[src/rtl/maf_pkg.sv]
// Moving average filter: shared types and constants.
// Register indexes, sequencer states and fixed field widths.
// No dependencies.
package maf_pkg;

    // window_size register width, fixed by the register map
    localparam int WIN_W = 7;
    // configuration index width (three registers)
    localparam int IDX_W = 2;

    typedef logic [IDX_W-1:0] reg_idx_t;

    localparam reg_idx_t REG_WINDOW     = 2'd0;
    localparam reg_idx_t REG_INIT       = 2'd1;
    localparam reg_idx_t REG_SEED_FIRST = 2'd2;

    localparam logic [WIN_W-1:0] WINDOW_RESET = 7'd8;

    typedef enum logic [2:0]
    {
        ST_IDLE,
        ST_MUL,
        ST_SUM,
        ST_DIV,
        ST_OUT
    } state_t;

endpackage

[src/rtl/moving_average_filter.sv]
// A sample is accepted only in idle and passes the multiply, sum, divide and output
// states; the next is accepted once its average is presented, which out_stall can hold.
// The bit-serial divider by the window size makes one quotient bit per cycle.
// Reset: window 8, seed 0, seed-from-first off, sum/position cleared; the
// sample RAM is not cleared (entries are never read before being written).
// Depends on maf_pkg.
module moving_average_filter
    import maf_pkg::*;
#(
    parameter int WINDOW_MAX   = 64,
    parameter int SAMPLE_WIDTH = 16
)
(
    input  logic                           clk,
    input  logic                           rst_n,
    // configuration write port
    input  logic                           cfg_write,
    input  reg_idx_t                       cfg_index,
    input  logic [SAMPLE_WIDTH-1:0]        cfg_data,
    // sample channel
    input  logic                           in_valid,
    output logic                           in_stall,
    input  logic signed [SAMPLE_WIDTH-1:0] sample,
    // average channel
    output logic                           out_valid,
    input  logic                           out_stall,
    output logic signed [SAMPLE_WIDTH-1:0] average
);

    // ring address width
    localparam int POS_W  = (WINDOW_MAX > 1) ? $clog2(WINDOW_MAX) : 1;
    // exact sum: |sum| <= 2^(SAMPLE_WIDTH-1) * 127
    localparam int SUM_W  = SAMPLE_WIDTH + WIN_W;
    localparam int PROD_W = SAMPLE_WIDTH + WIN_W + 1;
    localparam int CNT_W  = $clog2(SUM_W);

    // ------------------------------------------------------------------
    // Sample RAM, one write and one registered read port
    // ------------------------------------------------------------------
    logic signed [SAMPLE_WIDTH-1:0] mem [WINDOW_MAX];

    // ------------------------------------------------------------------
    // Control registers (reset)
    // ------------------------------------------------------------------
    state_t                         state_reg, state_next;
    logic [WIN_W-1:0]               window_reg, window_next;
    logic signed [SAMPLE_WIDTH-1:0] init_reg, init_next;
    logic                           sff_reg, sff_next;
    logic signed [SAMPLE_WIDTH-1:0] seed_reg, seed_next;
    logic [POS_W-1:0]               pos_reg, pos_next;
    logic                           wrapped_reg, wrapped_next;
    logic                           seen_first_reg, seen_first_next;
    logic                           base_pending_reg, base_pending_next;
    logic signed [SUM_W-1:0]        sum_reg, sum_next;
    logic                           out_valid_reg, out_valid_next;
    logic [CNT_W-1:0]               div_cnt_reg, div_cnt_next;

    // ------------------------------------------------------------------
    // Datapath registers (no reset)
    // ------------------------------------------------------------------
    logic signed [SAMPLE_WIDTH-1:0] sample_reg, sample_next;
    logic [POS_W-1:0]               cur_pos_reg, cur_pos_next;
    logic                           cur_wrap_reg, cur_wrap_next;
    logic signed [SUM_W-1:0]        base_reg, base_next;
    logic signed [SAMPLE_WIDTH-1:0] rd_data_reg;
    logic [SUM_W-1:0]               quo_reg, quo_next;
    logic [WIN_W-1:0]               rem_reg, rem_next;
    logic                           neg_reg, neg_next;
    logic signed [SAMPLE_WIDTH-1:0] average_reg, average_next;

    // ------------------------------------------------------------------
    // Combinational helpers
    // ------------------------------------------------------------------
    logic [WIN_W-1:0]               eff_n;
    logic                           in_acc;
    logic                           pos_over;
    logic [POS_W-1:0]               pos_use;
    logic                           wrap_use;
    logic                           mem_we;
    logic signed [PROD_W-1:0]       prod;
    logic signed [SAMPLE_WIDTH-1:0] old_sample;
    logic signed [SUM_W-1:0]        sum_base;
    logic signed [SUM_W-1:0]        sum_new;
    logic [31:0]                    pos_inc;
    logic [WIN_W:0]                 rem_shift;
    logic                           rem_ge;
    logic [SUM_W-1:0]               quo_signed;
    logic                           cfg_hit;

    // Window clamped to 1..WINDOW_MAX
    always_comb
    begin
        if (window_reg == '0)
        begin
            eff_n = WIN_W'(1);
        end
        else if (32'(window_reg) > 32'(WINDOW_MAX))
        begin
            eff_n = WIN_W'(WINDOW_MAX);
        end
        else
        begin
            eff_n = window_reg;
        end
    end

    assign in_acc   = in_valid && (state_reg == ST_IDLE);
    assign in_stall = (state_reg != ST_IDLE);

    // Stale position after a smaller window folds back to the start
    assign pos_over = (32'(pos_reg) >= 32'(eff_n));
    assign pos_use  = pos_over ? '0 : pos_reg;
    assign wrap_use = wrapped_reg || pos_over;

    assign mem_we = (state_reg == ST_SUM);

    // seed times window, for a restart or a seed taken from the first sample
    assign prod = PROD_W'(seed_reg) * $signed({1'b0, eff_n});

    // Until the ring has wrapped, the slot being replaced holds the seed
    assign old_sample = cur_wrap_reg ? rd_data_reg : seed_reg;
    assign sum_base   = base_pending_reg ? base_reg : sum_reg;
    assign sum_new    = sum_base - SUM_W'(old_sample) + SUM_W'(sample_reg);
    assign pos_inc    = 32'(cur_pos_reg) + 32'd1;

    // Restoring division step, one quotient bit per cycle
    assign rem_shift  = {rem_reg, quo_reg[SUM_W-1]};
    assign rem_ge     = (rem_shift >= {1'b0, eff_n});
    assign quo_signed = neg_reg ? (~quo_reg + SUM_W'(1)) : quo_reg;

    assign cfg_hit = cfg_write &&
                     (cfg_index inside {REG_WINDOW, REG_INIT, REG_SEED_FIRST});

    // ------------------------------------------------------------------
    // Sequencer: next state and datapath
    // ------------------------------------------------------------------
    always_comb
    begin
        state_next        = state_reg;
        window_next       = window_reg;
        init_next         = init_reg;
        sff_next          = sff_reg;
        seed_next         = seed_reg;
        pos_next          = pos_reg;
        wrapped_next      = wrapped_reg;
        seen_first_next   = seen_first_reg;
        base_pending_next = base_pending_reg;
        sum_next          = sum_reg;
        out_valid_next    = out_valid_reg && out_stall;
        div_cnt_next      = div_cnt_reg;
        sample_next       = sample_reg;
        cur_pos_next      = cur_pos_reg;
        cur_wrap_next     = cur_wrap_reg;
        base_next         = base_reg;
        quo_next          = quo_reg;
        rem_next          = rem_reg;
        neg_next          = neg_reg;
        average_next      = average_reg;

        case (state_reg)
            ST_IDLE:
            begin
                if (in_acc)
                begin
                    sample_next     = sample;
                    cur_pos_next    = pos_use;
                    cur_wrap_next   = wrap_use;
                    seen_first_next = 1'b1;
                    if (sff_reg && !seen_first_reg)
                    begin
                        seed_next         = sample;
                        base_pending_next = 1'b1;
                    end
                    state_next = ST_MUL;
                end
            end
            ST_MUL:
            begin
                // RAM read data lands this cycle
                base_next  = prod[SUM_W-1:0];
                state_next = ST_SUM;
            end
            ST_SUM:
            begin
                sum_next          = sum_new;
                base_pending_next = 1'b0;
                if (pos_inc >= 32'(eff_n))
                begin
                    pos_next     = '0;
                    wrapped_next = 1'b1;
                end
                else
                begin
                    pos_next     = pos_inc[POS_W-1:0];
                    wrapped_next = cur_wrap_reg;
                end
                neg_next     = sum_new[SUM_W-1];
                quo_next     = sum_new[SUM_W-1] ? (~sum_new + SUM_W'(1)) : sum_new;
                rem_next     = '0;
                div_cnt_next = CNT_W'(SUM_W - 1);
                state_next   = ST_DIV;
            end
            ST_DIV:
            begin
                quo_next = {quo_reg[SUM_W-2:0], rem_ge};
                rem_next = rem_ge ? WIN_W'(rem_shift - {1'b0, eff_n})
                                  : rem_shift[WIN_W-1:0];
                if (div_cnt_reg == '0)
                begin
                    state_next = ST_OUT;
                end
                else
                begin
                    div_cnt_next = div_cnt_reg - CNT_W'(1);
                end
            end
            ST_OUT:
            begin
                if (!out_valid_reg || !out_stall)
                begin
                    average_next   = quo_signed[SAMPLE_WIDTH-1:0];
                    out_valid_next = 1'b1;
                    state_next     = ST_IDLE;
                end
            end
            default:
            begin
                state_next = ST_IDLE;
            end
        endcase

        // Any register write restarts the filter (the user must write only while idle; the block does not enforce it)
        if (cfg_hit)
        begin
            case (cfg_index)
                REG_WINDOW:     window_next = cfg_data[WIN_W-1:0];
                REG_INIT:       init_next   = cfg_data;
                REG_SEED_FIRST: sff_next    = cfg_data[0];
                default:        ;
            endcase
            seed_next         = (cfg_index == REG_INIT) ? cfg_data : init_reg;
            pos_next          = '0;
            wrapped_next      = 1'b0;
            seen_first_next   = 1'b0;
            base_pending_next = 1'b1;
        end
    end

    // ------------------------------------------------------------------
    // Registers
    // ------------------------------------------------------------------
    always_ff @(posedge clk or negedge rst_n)
    begin
        if (!rst_n)
        begin
            state_reg        <= ST_IDLE;
            window_reg       <= WINDOW_RESET;
            init_reg         <= '0;
            sff_reg          <= 1'b0;
            seed_reg         <= '0;
            pos_reg          <= '0;
            wrapped_reg      <= 1'b0;
            seen_first_reg   <= 1'b0;
            base_pending_reg <= 1'b1;
            sum_reg          <= '0;
            out_valid_reg    <= 1'b0;
            div_cnt_reg      <= '0;
        end
        else
        begin
            state_reg        <= state_next;
            window_reg       <= window_next;
            init_reg         <= init_next;
            sff_reg          <= sff_next;
            seed_reg         <= seed_next;
            pos_reg          <= pos_next;
            wrapped_reg      <= wrapped_next;
            seen_first_reg   <= seen_first_next;
            base_pending_reg <= base_pending_next;
            sum_reg          <= sum_next;
            out_valid_reg    <= out_valid_next;
            div_cnt_reg      <= div_cnt_next;
        end
    end

    always_ff @(posedge clk)
    begin
        sample_reg   <= sample_next;
        cur_pos_reg  <= cur_pos_next;
        cur_wrap_reg <= cur_wrap_next;
        base_reg     <= base_next;
        quo_reg      <= quo_next;
        rem_reg      <= rem_next;
        neg_reg      <= neg_next;
        average_reg  <= average_next;
    end

    // Sample RAM: write-back of the new sample, registered read at accept
    always_ff @(posedge clk)
    begin
        if (mem_we)
        begin
            mem[cur_pos_reg] <= sample_reg;
        end
        if (in_acc)
        begin
            rd_data_reg <= mem[pos_use];
        end
    end

    assign out_valid = out_valid_reg;
    assign average   = average_reg;

    // ------------------------------------------------------------------
    // Assertions
    // ------------------------------------------------------------------
    a_out_from_div: assert property (@(posedge clk) disable iff (!rst_n)
        $rose(out_valid_reg) |-> $past(state_reg == ST_OUT))
        else $error("average presented without a finished division");

    a_pos_in_window: assert property (@(posedge clk) disable iff (!rst_n)
        (state_reg == ST_SUM) |-> (32'(cur_pos_reg) < 32'(eff_n)))
        else $error("ring position outside the window");

    a_quo_fits: assert property (@(posedge clk) disable iff (!rst_n)
        (state_reg == ST_OUT) |-> (quo_reg[SUM_W-1:SAMPLE_WIDTH] == '0))
        else $error("quotient exceeds the sample range");

    a_rem_below_n: assert property (@(posedge clk) disable iff (!rst_n)
        (state_reg == ST_OUT) |-> (rem_reg < eff_n))
        else $error("division remainder not below window");

    a_base_used: assert property (@(posedge clk) disable iff (!rst_n)
        ((state_reg == ST_SUM) && !cfg_hit) |=> !base_pending_reg)
        else $error("seeded sum not consumed");

endmodule
[config.mk]
export PLATFORM = sky130hd
export DESIGN_NAME = moving_average_filter
export DESIGN_NICKNAME = d
export VERILOG_FILES = /design/src/rtl/maf_pkg.sv /design/src/rtl/moving_average_filter.sv
export SDC_FILE = /design/constraint.sdc
export NUM_CORES = 2
export LEC_CHECK = 0
export ABC_AREA = 1
export BUFFER_PORTS_ARGS = -buffer_cell sky130_fd_sc_hd__buf_2
export CORE_MARGIN = 10
export CORE_UTILIZATION = 58
export CTS_BUF_LIST = sky130_fd_sc_hd__clkbuf_16
export CTS_CLUSTER_SIZE = 25
export DETAILED_ROUTE_END_ITERATION = 12
export GPL_TIMING_DRIVEN = 1
export PLACE_DENSITY = 0.82
export REMOVE_ABC_BUFFERS = 1
export SYNTH_ARGS = -nofsm -noshare
export SYNTH_HDL_FRONTEND = slang
export SYNTH_SLANG_ARGS = --single-unit
[constraint.sdc]
create_clock -name clk -period 5.2 [get_ports clk]
set_input_delay 1.04 -clock clk [delete_from_list [all_inputs] [get_ports clk]]
set_output_delay 1.04 -clock clk [all_outputs]
set_load 0.03 [all_outputs]
==> flow_metrics.env <==
export IMPL_synth_largest_area_cell="sky130_fd_sc_hd__edfxtp_1"
export IMPL_place_ws_ns=0.0828
export IMPL_worst_setup_path_category="reg2reg"
export IMPL_die_width_um=339
export IMPL_critPathArrivalTime_ns=5.38
export IMPL_synth_cells_most_frequent="sky130_fd_sc_hd__nand2_1 (1,608), sky130_fd_sc_hd__edfxtp_1 (1,133), sky130_fd_sc_hd__inv_1 (967), sky130_fd_sc_hd__nand3_1 (814), sky130_fd_sc_hd__nor2_1 (286)"
export IMPL_drt_vias_per_instance=5.75
export IMPL_yosysWarnings=0
export IMPL_placed_area_sq_um=61200
export IMPL_report_final_hold_viol_count=0
export IMPL_timing_critical_path_slowest_stage_cell="sky130_fd_sc_hd__fa_1"
export IMPL_worst_path_buf_inv=7
export IMPL_worst_path_largest_cell_delay_ns=0.50
export IMPL_synth_cells=5911
export IMPL_via_count=42800
export IMPL_syn_to_final_growth_pct=10.8
export IMPL_yosysSeqAreaShare_pct=61.3
export IMPL_syn_area_per_cell_sq_um=9.96
export IMPL_timing_clock_skew_ns=0.0645
export IMPL_peak_clock_frequency_supported_by_timing_mhz=202
export IMPL_num_nets_final=6227
export IMPL_h_tree_depth=3
export IMPL_asyncSetResetFlopFracSynth_pct=6.67
export IMPL_hp_class="in2async"
export IMPL_pin_count=57
export IMPL_clock_tree_from_tritoncts="built"
export IMPL_fraction_of_met1_tracks_used_by_global_routing_pct=34.1
export IMPL_synth_most_common_cell="sky130_fd_sc_hd__nand2_1"
export IMPL_drt_iter0_markers=5115
export IMPL_grt_use_met3_pct=5.71
export IMPL_postRouteWirelength_mm=157
export IMPL_dr_wl_cell_um=21.1
export IMPL_finish_instance_area_sq_um=65200
export IMPL_outcome="finished clean"
export IMPL_cp_max_fo=5
export IMPL_clk_transition_reported_paths_ns=0.06
export IMPL_grtUsageTotal_pct=26.8
export IMPL_worst_pin_slew_ns=1.35
export IMPL_gp_congestion=0.919
export IMPL_finalCritPeriodShare_pct=95.4
export IMPL_setup_slack_ns=0.239
export IMPL_synth_seq_cells=1214
export IMPL_p_per_area_nw_per_um2=632
export IMPL_route_detailed_drc=0
export IMPL_power_leakage_nw=28.2
export IMPL_irDropWorstVdd_uv=480
export IMPL_synth_enable_flop_cells=1133
export IMPL_timing_critical_path_max_delay_family="adder cells"
export IMPL_buffers_added_on_ports=56
export IMPL_startpoint_type="flip-flop"
export IMPL_slew_headroom_pct=9.92
export IMPL_rows=116
export IMPL_clkLatencyLatePin_ns=0.74
export IMPL_detailedPlacementHpwl_mm=96.2
export IMPL_antenna_left=0
export IMPL_ctsRootBufferMaster="sky130_fd_sc_hd__clkbuf_16"
export IMPL_cts_made_buffers=118
export IMPL_design_die_area_sq_um=115000
export IMPL_setup_total_negative_slack_ns=0
export IMPL_ys_types=46
export IMPL_cts_sinks=1214
export IMPL_post_route_cells_drive_above_1_share_pct=7.26
export IMPL_drv_cap=0
export IMPL_wire_length_of_the_first_global_routing_pass_mm=241
export IMPL_global_route_overflow_total=0
export IMPL_synth_area_top_cells="sky130_fd_sc_hd__edfxtp_1 (58%), sky130_fd_sc_hd__nand2_1 (10%), sky130_fd_sc_hd__nand3_1 (6.9%)"
export IMPL_synth_largest_type_area_fraction_pct=57.8
export IMPL_use_met2_pct=43.3
export IMPL_nFillCells=7345
export IMPL_firstDrtPassIters=8
export IMPL_layout_core_utilization_pct=64.9
export IMPL_pin_count_of_the_biggest_net_entering_global_routing=230
export IMPL_bufs_on_longest_clock_path=3
export IMPL_yosys_most_used_dff="sky130_fd_sc_hd__edfxtp_1"
export IMPL_via_count_of_the_first_global_routing_pass=42000
export IMPL_post_layout_total_power_mw=41.2
export IMPL_report_final_setup_viol=0
export IMPL_largest_reg_flops=1024
export IMPL_grt_busiest_layer="met2"
export IMPL_start_util_pct=58.6
export IMPL_antenna_violations_before_repair=2
export IMPL_drv_slew=0
export IMPL_core_area_sq_um=100000
export IMPL_crit_path_end_kind="flip-flop"
export IMPL_critPathRequiredTime_ns=5.62
export IMPL_regMostFlops="mem"
export IMPL_synth_cell_area_sq_um=58900
export IMPL_layout_min_cycle_time_ns=4.96
export IMPL_die_h_um=339
## power breakdown
part           internal, mW  total (mW)  switching, mW
logic                  6.19        20.0           13.8
registers              12.2        12.6          0.428
clock network          4.82        8.56           3.74
total                  23.2        41.2           18.0
## through the flow
stage	hold slack [ns]	std cells
2_1_floorplan	0.448	5638
3_3_place_gp	0.466	7215
3_5_place_dp	0.475	7215
4_1_cts	0.319	7436
5_1_grt	0.346	7444
6_report	0.315	7447
## logic make-up after synthesis
group	share of synthesized area (%)
simple gates	20.3
xor+xnor	0.848
buf+inv	8.22
flops	61.3
compound gates	3.37
mux	0.310
fa+ha+maj	5.66
## what timing repair did
| item | CTS | global route |
|---|---|---|
| hold buffers | 0 | 0 |
| gates resized for setup | 1 | 29 |
| setup endpoints to repair | 1 | 9 |
| setup buffers | 0 | 8 |
| pin swaps | 0 | 11 |
## final timing paths
path	to	slack, ns	start	cells past startpoint
worst max-delay path	base_reg[19]$_DFFE_PP_	0.24	window_reg[0]$_DFFE_PN0P_	25
worst min-delay path	sum_reg[16]$_DFFE_PN0P_	0.31	rst_n	1
worst max register to register	base_reg[19]$_DFFE_PP_	0.24	window_reg[0]$_DFFE_PN0P_	25
worst min register to register	sum_reg[22]$_DFFE_PN0P_	0.49	sum_reg[22]$_DFFE_PN0P_	2
max in group asynchronous	seed_reg[7]$_DFFE_PN0P_	3.81	rst_n	2
min in group clk	sum_reg[22]$_DFFE_PN0P_	0.49	sum_reg[22]$_DFFE_PN0P_	2
## per-layer routing
layer	part of all wire, %	vias up
met1	37	20300
met2	47	2439
li1	-	19600
met4	5.6	2
met3	11	513
met5	0.011	-
## layout by cell type, fill, tap and decap left out, types with 43 or more instances in the layout
cell type	synthesis	layout
sky130_fd_sc_hd__a21oi_1	72	68
sky130_fd_sc_hd__buf_2	94	55
sky130_fd_sc_hd__buf_4	9	156
sky130_fd_sc_hd__clkbuf_16	0	120
sky130_fd_sc_hd__dfrtp_1	79	78
sky130_fd_sc_hd__edfxtp_1	1133	1133
sky130_fd_sc_hd__fa_1	107	105
sky130_fd_sc_hd__ha_1	95	90
sky130_fd_sc_hd__inv_1	967	992
sky130_fd_sc_hd__nand2_1	1608	1606
sky130_fd_sc_hd__nand3_1	814	814
sky130_fd_sc_hd__nand4_1	84	84
sky130_fd_sc_hd__nor2_1	286	280
sky130_fd_sc_hd__o211ai_1	82	82
sky130_fd_sc_hd__o21ai_0	135	131
sky130_fd_sc_hd__xor2_1	43	43
## final cells by class
class / count / area, sq um / share of cell area, %
diodes: 3 / 7.51 / 0.0115
clock buffers: 120 / 3000 / 4.60
clock inverters: 101 / 858 / 1.32
inverters: 976 / 3680 / 5.64
multi-input cells: 3448 / 18100 / 27.8
flip-flops and latches: 1214 / 36100 / 55.3
well taps: 1357 / 1700 / 2.60
repair buffers: 228 / 1780 / 2.73
(Power assumes the default switching activity.)
